[config.mk]
export PLATFORM = sky130hd
export DESIGN_NAME = peltier_hysteresis_thermostat_flat
export DESIGN_NICKNAME = d
export VERILOG_FILES = /design/src/rtl/pht_pkg.sv /design/src/rtl/pht_sample_if.sv /design/src/rtl/peltier_hysteresis_thermostat.sv /design/src/flat_wrapper.sv
export SDC_FILE = /design/constraint.sdc
export NUM_CORES = 1
export LEC_CHECK = 0
export ABC_AREA = 1
export BUFFER_PORTS_ARGS = -buffer_cell sky130_fd_sc_hd__buf_2
export CORE_AREA = 2 2 156 158
export DETAILED_ROUTE_END_ITERATION = 10
export DIE_AREA = 0 0 158 160
export GPL_TIMING_DRIVEN = 0
export PLACE_DENSITY_LB_ADDON = 0.25
export SYNTH_ARGS = -nofsm -noshare
export SYNTH_HDL_FRONTEND = slang
export SYNTH_SLANG_ARGS = --single-unit
export TNS_END_PERCENT = 5
[constraint.sdc]
create_clock -name clk -period 11.3 [get_ports clk]
set_input_delay 1.13 -clock clk [delete_from_list [all_inputs] [get_ports clk]]
set_output_delay 1.13 -clock clk [all_outputs]
set_load 0.05 [all_outputs]
[src/rtl/pht_pkg.sv]
// Shared types and constants for the Peltier hysteresis thermostat.
`default_nettype none

package pht_pkg;

    localparam int TEMP_WIDTH = 12;
    localparam int SENS_WIDTH = 10;
    // Working width for sign-extended compares: 4*temp - sens fits with margin.
    localparam int EXT_WIDTH  = TEMP_WIDTH + 4;
    localparam int CFG_WIDTH  = (TEMP_WIDTH > SENS_WIDTH) ? TEMP_WIDTH : SENS_WIDTH;
    localparam int CFG_IDX_WIDTH = 3;

    // Register indexes on the configuration port.
    localparam logic [CFG_IDX_WIDTH-1:0] REG_GOAL_TEMP     = 3'd0;
    localparam logic [CFG_IDX_WIDTH-1:0] REG_SENSITIVITY   = 3'd1;
    localparam logic [CFG_IDX_WIDTH-1:0] REG_FAN_DIFF_THR  = 3'd2;
    localparam logic [CFG_IDX_WIDTH-1:0] REG_EQUALIZE_THR  = 3'd3;
    localparam logic [CFG_IDX_WIDTH-1:0] REG_OVERHEAT_LIM  = 3'd4;

    // Operating mode codes.
    localparam logic [1:0] MODE_IDLE = 2'd0;
    localparam logic [1:0] MODE_HEAT = 2'd1;
    localparam logic [1:0] MODE_COOL = 2'd2;

    // Reset values of the configuration registers.
    localparam logic [TEMP_WIDTH-1:0] GOAL_TEMP_RST    = TEMP_WIDTH'(400);
    localparam logic [SENS_WIDTH-1:0] SENSITIVITY_RST  = SENS_WIDTH'(16);
    localparam logic [TEMP_WIDTH-1:0] FAN_DIFF_THR_RST = TEMP_WIDTH'(160);
    localparam logic [TEMP_WIDTH-1:0] EQUALIZE_THR_RST = TEMP_WIDTH'(16);
    localparam logic [TEMP_WIDTH-1:0] OVERHEAT_LIM_RST = TEMP_WIDTH'(912);

    typedef struct packed {
        logic signed [TEMP_WIDTH-1:0] chamber_temp;
        logic signed [TEMP_WIDTH-1:0] plate_inner_temp;
        logic signed [TEMP_WIDTH-1:0] plate_outer_temp;
        logic                         read_error;
    } sample_t;

    typedef struct packed {
        logic [1:0] mode_now;
        logic       heat_on;
        logic       cool_on;
        logic       fan_on;
        logic       equalizing_now;
    } result_t;

endpackage

`default_nettype wire

[src/rtl/pht_sample_if.sv]
// Valid/ready channel interfaces for sensor samples and control results.
`default_nettype none

interface pht_sample_if;
    logic              valid;
    logic              ready;
    pht_pkg::sample_t  data;

    modport source (output valid, output data, input ready);
    modport sink   (input valid, input data, output ready);
endinterface

interface pht_result_if;
    logic              valid;
    logic              ready;
    pht_pkg::result_t  data;

    modport source (output valid, output data, input ready);
    modport sink   (input valid, input data, output ready);
endinterface

`default_nettype wire

[src/rtl/peltier_hysteresis_thermostat.sv]
// Bang-bang Peltier thermostat with hysteresis, plate equalization and fan control.
//
// Usage:
//   sample (sink): one beat per sensor reading (chamber, inner and outer plate
//   temperatures, read error flag). result (source): one beat per sample with
//   the mode after that sample, relay levels (logical on) and equalizing flag.
//   Configuration: cfg_we/cfg_index/cfg_data write one register per cycle;
//   indexes beyond the overheat limit are ignored. Write only while no sample
//   is in flight.
// Timing:
//   A sample is held in an input register; once the output register is free or
//   being read, the decision logic updates the mode state and loads the result
//   register, which drives result valid. Throughput is one sample per cycle
//   while result.ready keeps the output register draining.
// Stall: while result is held, the input register still takes one beat; then
//   sample.ready drops until result.ready frees the output register.
// Reset: mode idle, not equalizing, pending mode idle, both registers empty,
//   configuration at its documented defaults.
`default_nettype none

module peltier_hysteresis_thermostat (
    input  wire                                 clk,
    input  wire                                 rst_n,
    pht_sample_if.sink                          sample,
    pht_result_if.source                        result,
    input  wire                                 cfg_we,
    input  wire [pht_pkg::CFG_IDX_WIDTH-1:0]    cfg_index,
    input  wire [pht_pkg::CFG_WIDTH-1:0]        cfg_data
);

    localparam int TW = pht_pkg::TEMP_WIDTH;
    localparam int EW = pht_pkg::EXT_WIDTH;
    localparam int SW = pht_pkg::SENS_WIDTH;

    // Configuration registers
    logic [TW-1:0] goal_temp_reg;
    logic [SW-1:0] sensitivity_reg;
    logic [TW-1:0] fan_diff_thr_reg;
    logic [TW-1:0] equalize_thr_reg;
    logic [TW-1:0] overheat_lim_reg;

    // Pipeline registers
    logic              in_vld_reg;
    pht_pkg::sample_t  in_data_reg;
    logic              out_vld_reg;
    pht_pkg::result_t  out_data_reg;

    // Control state
    logic [1:0] mode_reg,    mode_next;
    logic       equal_reg,   equal_next;
    logic [1:0] pending_reg, pending_next;
    logic       fan_next;

    logic advance;

    assign advance      = in_vld_reg && (!out_vld_reg || result.ready);
    assign sample.ready = !in_vld_reg || advance;
    assign result.valid = out_vld_reg;
    assign result.data  = out_data_reg;

    always_ff @(posedge clk or negedge rst_n)
    begin
        if (!rst_n)
        begin
            goal_temp_reg    <= pht_pkg::GOAL_TEMP_RST;
            sensitivity_reg  <= pht_pkg::SENSITIVITY_RST;
            fan_diff_thr_reg <= pht_pkg::FAN_DIFF_THR_RST;
            equalize_thr_reg <= pht_pkg::EQUALIZE_THR_RST;
            overheat_lim_reg <= pht_pkg::OVERHEAT_LIM_RST;
        end
        else if (cfg_we)
        begin
            case (cfg_index)
                pht_pkg::REG_GOAL_TEMP:    goal_temp_reg    <= cfg_data[TW-1:0];
                pht_pkg::REG_SENSITIVITY:  sensitivity_reg  <= cfg_data[SW-1:0];
                pht_pkg::REG_FAN_DIFF_THR: fan_diff_thr_reg <= cfg_data[TW-1:0];
                pht_pkg::REG_EQUALIZE_THR: equalize_thr_reg <= cfg_data[TW-1:0];
                pht_pkg::REG_OVERHEAT_LIM: overheat_lim_reg <= cfg_data[TW-1:0];
                default: ;
            endcase
        end
    end

    // Sign-extended operands
    logic signed [EW-1:0] ch_x, pi_x, po_x, goal_x, ovh_x, sens_x;
    logic signed [EW-1:0] diff_x, eq_thr_x, fan_thr_x;
    logic                 plates_close, fan_norm, err;
    logic [1:0]           req;
    logic                 req_ok;

    always_comb
    begin
        ch_x      = EW'(in_data_reg.chamber_temp);
        pi_x      = EW'(in_data_reg.plate_inner_temp);
        po_x      = EW'(in_data_reg.plate_outer_temp);
        goal_x    = EW'($signed(goal_temp_reg));
        ovh_x     = EW'($signed(overheat_lim_reg));
        sens_x    = $signed({{(EW-SW){1'b0}}, sensitivity_reg});
        eq_thr_x  = $signed({{(EW-TW){1'b0}}, equalize_thr_reg});
        fan_thr_x = $signed({{(EW-TW){1'b0}}, fan_diff_thr_reg});
        err       = in_data_reg.read_error;

        diff_x       = (pi_x > po_x) ? (pi_x - po_x) : (po_x - pi_x);
        plates_close = diff_x <= eq_thr_x;
        fan_norm     = (diff_x > fan_thr_x) || (pi_x >= ovh_x) || (po_x >= ovh_x);

        // Hysteresis request; stop points compared in quarter units
        req = mode_reg;
        case (mode_reg)
            pht_pkg::MODE_IDLE:
            begin
                if (ch_x < goal_x - sens_x)
                    req = pht_pkg::MODE_HEAT;
                else if (ch_x > goal_x + sens_x)
                    req = pht_pkg::MODE_COOL;
            end
            pht_pkg::MODE_HEAT:
            begin
                if ((ch_x <<< 2) >= (goal_x <<< 2) - sens_x)
                    req = pht_pkg::MODE_IDLE;
            end
            pht_pkg::MODE_COOL:
            begin
                if ((ch_x <<< 2) <= (goal_x <<< 2) + sens_x)
                    req = pht_pkg::MODE_IDLE;
            end
            default: req = pht_pkg::MODE_IDLE;
        endcase

        req_ok = (req == pht_pkg::MODE_IDLE) ||
                 ((req == pht_pkg::MODE_HEAT) && (pi_x > po_x)) ||
                 ((req == pht_pkg::MODE_COOL) && (pi_x < po_x));

        mode_next    = mode_reg;
        equal_next   = equal_reg;
        pending_next = pending_reg;
        fan_next     = fan_norm;

        if (err)
        begin
            mode_next  = pht_pkg::MODE_IDLE;
            equal_next = 1'b0;
            fan_next   = 1'b0;
        end
        else if (equal_reg)
        begin
            if (plates_close)
            begin
                equal_next = 1'b0;
                mode_next  = pending_reg;
                fan_next   = 1'b0;
            end
            else
            begin
                mode_next = pht_pkg::MODE_IDLE;
                fan_next  = 1'b1;
            end
        end
        else if (req != mode_reg)
        begin
            if (req_ok)
            begin
                mode_next = req;
            end
            else if (plates_close)
            begin
                mode_next = req;
                fan_next  = 1'b0;
            end
            else
            begin
                // Hold idle with the fan on until the plates even out
                mode_next    = pht_pkg::MODE_IDLE;
                equal_next   = 1'b1;
                pending_next = req;
                fan_next     = 1'b1;
            end
        end
    end

    always_ff @(posedge clk or negedge rst_n)
    begin
        if (!rst_n)
        begin
            in_vld_reg  <= 1'b0;
            out_vld_reg <= 1'b0;
            mode_reg    <= pht_pkg::MODE_IDLE;
            equal_reg   <= 1'b0;
            pending_reg <= pht_pkg::MODE_IDLE;
        end
        else
        begin
            if (sample.ready)
                in_vld_reg <= sample.valid;
            if (advance)
            begin
                out_vld_reg <= 1'b1;
                mode_reg    <= mode_next;
                equal_reg   <= equal_next;
                pending_reg <= pending_next;
            end
            else if (result.ready)
            begin
                out_vld_reg <= 1'b0;
            end
        end
    end

    always_ff @(posedge clk)
    begin
        if (sample.ready && sample.valid)
            in_data_reg <= sample.data;
        if (advance)
        begin
            out_data_reg.mode_now       <= mode_next;
            out_data_reg.heat_on        <= (mode_next == pht_pkg::MODE_HEAT);
            out_data_reg.cool_on        <= (mode_next == pht_pkg::MODE_COOL);
            out_data_reg.fan_on         <= fan_next;
            out_data_reg.equalizing_now <= equal_next;
        end
    end

endmodule

`default_nettype wire

[src/flat_wrapper.sv]
// flat-port wrapper written by rule: the top's interface ports become plain ports
module peltier_hysteresis_thermostat_flat 
  (clk, rst_n, cfg_we, cfg_index, cfg_data, sample_valid, sample_data, sample_ready, result_valid, result_data, result_ready);
  pht_sample_if sample_i ();
  pht_result_if result_i ();
  input  wire clk;
  input  wire rst_n;
  input  wire cfg_we;
  input  wire [pht_pkg::CFG_IDX_WIDTH-1:0] cfg_index;
  input  wire [pht_pkg::CFG_WIDTH-1:0] cfg_data;
  input wire logic [$bits(sample_i.valid)-1:0] sample_valid;
  input wire logic [$bits(sample_i.data)-1:0] sample_data;
  output wire logic [$bits(sample_i.ready)-1:0] sample_ready;
  output wire logic [$bits(result_i.valid)-1:0] result_valid;
  output wire logic [$bits(result_i.data)-1:0] result_data;
  input wire logic [$bits(result_i.ready)-1:0] result_ready;
  assign sample_i.valid = sample_valid;
  assign sample_i.data = sample_data;
  assign sample_ready = sample_i.ready;
  assign result_valid = result_i.valid;
  assign result_data = result_i.data;
  assign result_i.ready = result_ready;
  peltier_hysteresis_thermostat u_core (.clk(clk), .rst_n(rst_n), .sample(sample_i), .result(result_i), .cfg_we(cfg_we), .cfg_index(cfg_index), .cfg_data(cfg_data));
endmodule
==> results.py <==
metrics = {
    "pwr": {
        "seqPwrFrac": 0.285,
        "power.switching_fraction": 0.4515,
        "powerDensity_nw_per_um2": 185.0,
        "leakage_nw": 5.375,
        "clkPwrFrac": 0.169,
        "p_switching_mw": 0.8645,
        "internal_power_summed_over_all_cells_mw": 1.050,
        "pwr-share-comb": 0.546,
        "worst_vdd_ir_v": 0.00008166,
    },
    "placed_design": {
        "routabilityCongestion": 0.8714,
        "buffer_ports.inserted": 64,
        "place.detailed.hpwl_mm": 18.29,
        "placed_cells_incl_taps": 1576,
    },
    "clocking": {
        "post-cts-setup-buffer-count": 0,
        "clkTransAtPathRegs_ns": 0.08,
        "numClockSinks": 108,
        "tritoncts.num_buffers": 9,
        "cts_hold_buffers": 0,
        "cts.htree.levels": 3,
        "clk_path_buf_depth": 2,
        "cts_repair_resized_insts": 0,
        "cts_tree": "built",
        "insertion_delay_ns": 0.36,
        "clock_tree.root_cell": "sky130_fd_sc_hd__clkbuf_16",
    },
    "sta": {
        "timing_worst_slew_pin_value_ns": 0.8419,
        "achievable-frequency_ghz": 0.2156,
        "final.period_utilization": 0.4104,
        "finalClockSkew_ns": 0.01053,
        "max-slew-margin-rel": 0.4379,
        "setup_repair_after_global_routing_missed_its_margin": "no",
        "fin_tns_setup_ns": 0,
        "timing.final.max_slew_violations": 0,
        "holdWs_ns": 0.4900,
        "finalWorstPathRequiredPeriod_ns": 4.638,
        "finalSetupViolCount": 0,
        "hold_viol_final": 0,
    },
    "logic_synthesis": {
        "synth_top_area_share": 0.2146,
        "async_reset_ff_frac": 0.6019,
        "number_of_flops_mapped_to_enable_cells_by_yosys": 43,
        "prevailing_post_synth_register_cell": "sky130_fd_sc_hd__dfrtp_1",
        "synthesis.instances": 1188,
        "ys_warn_count": 0,
        "synthTopCellsByCount": "sky130_fd_sc_hd__nand2_1, sky130_fd_sc_hd__inv_1, sky130_fd_sc_hd__ha_1",
        "synth_top_area_cell": "sky130_fd_sc_hd__ha_1",
        "post_synth_num_cell_types": 40,
        "synth.yosys.seq_area_share": 0.3142,
        "synth.most_common_cell": "sky130_fd_sc_hd__nand2_1",
        "synth.net_count": 1410,
        "flop_and_latch_count_out_of_synthesis": 108,
        "synth.area.top_cells": "sky130_fd_sc_hd__ha_1, sky130_fd_sc_hd__dfrtp_1, sky130_fd_sc_hd__edfxtp_1, sky130_fd_sc_hd__nand2_1, sky130_fd_sc_hd__inv_1",
        "post_synth_instance_area_um2": 9330,
        "syn-mean-instance-area_um2": 7.854,
    },
    "floorplan": {
        "initial_utilization": 0.3917,
        "die-height_um": 160,
        "ioPinCount": 65,
        "placeable_core_area_um2": 23820,
        "die_area_um2": 25280,
        "dieWidth_um": 158,
        "rows": 57,
    },
    "grt": {
        "gr-usage-met1": 0.2166,
        "antenna_found_initial": 0,
        "met3_layer_usage_reported_by_global_route": 0.02469,
        "grt_util_all_layers": 0.1843,
        "grt_overflow_total": 0,
        "grt_start_max_net_pins": 66,
        "grt_util_met2": 0.3421,
        "grt-busiest-layer": "met2",
        "number_of_global_route_vias_before_repair": 7805,
        "grt_first_pass_wirelength_mm": 36.80,
    },
    "job": {
        "max_cap_viol_count": 0,
    },
    "finish": {
        "flip_flop_count_of_the_largest_register_all_copies_and_words_added": 24,
        "antenna_cells_inserted": 0,
        "final_layout_size_suffix_gt1_frac": 0.09779,
        "layout.cells.non_filler": 1592,
        "final_net_count": 1485,
        "syn2layout_area_growth_pct": 10.93,
    },
    "critical_path": {
        "cpPeakStageDelay_ns": 0.45,
        "cp_common_cell": "sky130_fd_sc_hd__nand2_1",
        "worstPathRequired_ns": 11.43,
        "worst_setup_path_end_kind": "register",
        "criticalPathCategory": "register to register",
        "cpMaxStageDelayCell": "sky130_fd_sc_hd__dfrtp_1",
        "critical_path.startpoint_type": "register",
        "critical_path.max_fanout": 5,
        "critPathArrivalTime_ns": 4.76,
    },
    "hold_path": {
        "min-delay-path-class": "register to register",
    },
    "detailed_routing": {
        "routed_wire_length_per_instance_um": 13.88,
        "vias": 7776,
        "wl_mm": 22.10,
        "firstDrtPassIters": 4,
        "post-route-drc-count": 0,
        "drt_iter0_drc": 286,
        "vias_per_cell": 4.884,
        "postRouteAntennaNets": 0,
    },
    "run_status": {
        "outcome": "complete, no violations",
    },
}
==> power by group through the flow <==
stage | clock [mW] | sequential [mW] | combinational, mW
after floorplan | 0 | 0.564 | 0.781
after detailed placement | 0 | 0.554 | 1.05
final | 0.324 | 0.546 | 1.04
after global placement | 0 | 0.554 | 1.03
after CTS | 0.334 | 0.547 | 1.06
after global routing | 0.349 | 0.558 | 1.22
==> final timing paths <==
kind	start	to	slack, ns	depth (start not counted)
max in group asynchronous	rst_n	u_core.goal_temp_reg[1]$_DFFE_PN0P_	9.89	1
hold / removal	u_core.fan_diff_thr_reg[7]$_DFFE_PN1P_	u_core.fan_diff_thr_reg[7]$_DFFE_PN1P_	0.49	2
setup / recovery	u_core.goal_temp_reg[0]$_DFFE_PN0P_	u_core.result.data[4]$_DFFE_PP_	6.66	33
min in group asynchronous	rst_n	u_core.mode_reg[0]$_DFFE_PN0P_	0.87	1
setup reg to reg	u_core.goal_temp_reg[0]$_DFFE_PN0P_	u_core.result.data[4]$_DFFE_PP_	6.66	33
hold reg to reg	u_core.fan_diff_thr_reg[7]$_DFFE_PN1P_	u_core.fan_diff_thr_reg[7]$_DFFE_PN1P_	0.49	2
==> through the flow <==
step           power, mW  utilization  cell area, um2  worst slack (ns)
4_1_cts            1.937       0.4345           10350             6.634
5_1_grt            2.122       0.4345           10350             6.075
3_5_place_dp       1.604       0.4223           10060             6.650
6_report           1.915       0.4345           10350             6.662
2_1_floorplan      1.345            -            9330             7.480
3_3_place_gp       1.580       0.4222           10060             6.699
==> worst max-delay path, delay by kind of cell, from the launching register on <==
| kind | cells | cell delay (ns) |
|---|---|---|
| AND/OR/NAND/NOR | 22 | 2.22 |
| flip-flops | 1 | 0.45 |
| adder cells (fa/ha/maj) | 3 | 0.88 |
| AO/OA/AOI/OAI | 4 | 0.62 |
| buffers and inverters | 4 | 0.23 |
==> kinds of logic (layout without fill, tap and decap cells) <==
group	Yosys count	in the layout	synth area share
xor gates and xnor gates	51	51	0.04787
DFF	108	108	0.3142
adders and majority gates	165	165	0.2253
and+or+nand+nor	415	415	0.1894
AOI/OAI and AO/OA	225	225	0.1301
muxes	3	3	0.003219
buffers and inverters	221	301	0.08998
==> final cells by class <==
type | instances | area [um2]
fillers | 2462 | 13470
multi-input cells | 859 | 5559
flip-flops and latches | 108 | 2932
inverters | 199 | 747.0
well taps | 324 | 405.4
repair buffers | 64 | 322.8
clock buffers | 14 | 276.5
plain buffers | 22 | 92.59
clock inverters | 2 | 15.01
==> per-layer routing <==
| metal | vias to the layer above | wire length [um] |
|---|---|---|
| li1 | 4055 | - |
| met3 | 37 | 553 |
| met1 | 3576 | 9672 |
| met2 | 108 | 11280 |
| met4 | 0 | 592 |
| met5 | - | 0 |
==> layout by cell type (no fill, tap or decap), types with 3 or more instances in the layout <==
cell type                     n
sky130_fd_sc_hd__nand2_2     11
sky130_fd_sc_hd__a21oi_1     82
sky130_fd_sc_hd__dfrtp_1     54
sky130_fd_sc_hd__o21ai_1     10
sky130_fd_sc_hd__nand3_2      3
sky130_fd_sc_hd__o31ai_1      5
sky130_fd_sc_hd__inv_2        5
sky130_fd_sc_hd__a211oi_1     4
sky130_fd_sc_hd__clkbuf_16   10
sky130_fd_sc_hd__edfxtp_1    43
sky130_fd_sc_hd__nand4_1     11
sky130_fd_sc_hd__o21ai_0     99
sky130_fd_sc_hd__nor2_1      51
sky130_fd_sc_hd__fa_1         5
sky130_fd_sc_hd__xnor2_1      9
sky130_fd_sc_hd__dfstp_2     11
sky130_fd_sc_hd__nor2_2       3
sky130_fd_sc_hd__nor3_1       8
sky130_fd_sc_hd__nand2_1    261
sky130_fd_sc_hd__clkbuf_1    16
sky130_fd_sc_hd__o2111ai_1    3
sky130_fd_sc_hd__buf_2       68
sky130_fd_sc_hd__inv_1      194
sky130_fd_sc_hd__a21o_1       4
sky130_fd_sc_hd__mux2i_1      3
sky130_fd_sc_hd__nand3_1     57
sky130_fd_sc_hd__xor2_1      42
sky130_fd_sc_hd__nor4_1       3
sky130_fd_sc_hd__a31oi_1      5
sky130_fd_sc_hd__o21bai_1     8
sky130_fd_sc_hd__ha_1       160
Note: power is estimated with default switching activity, not from simulation.
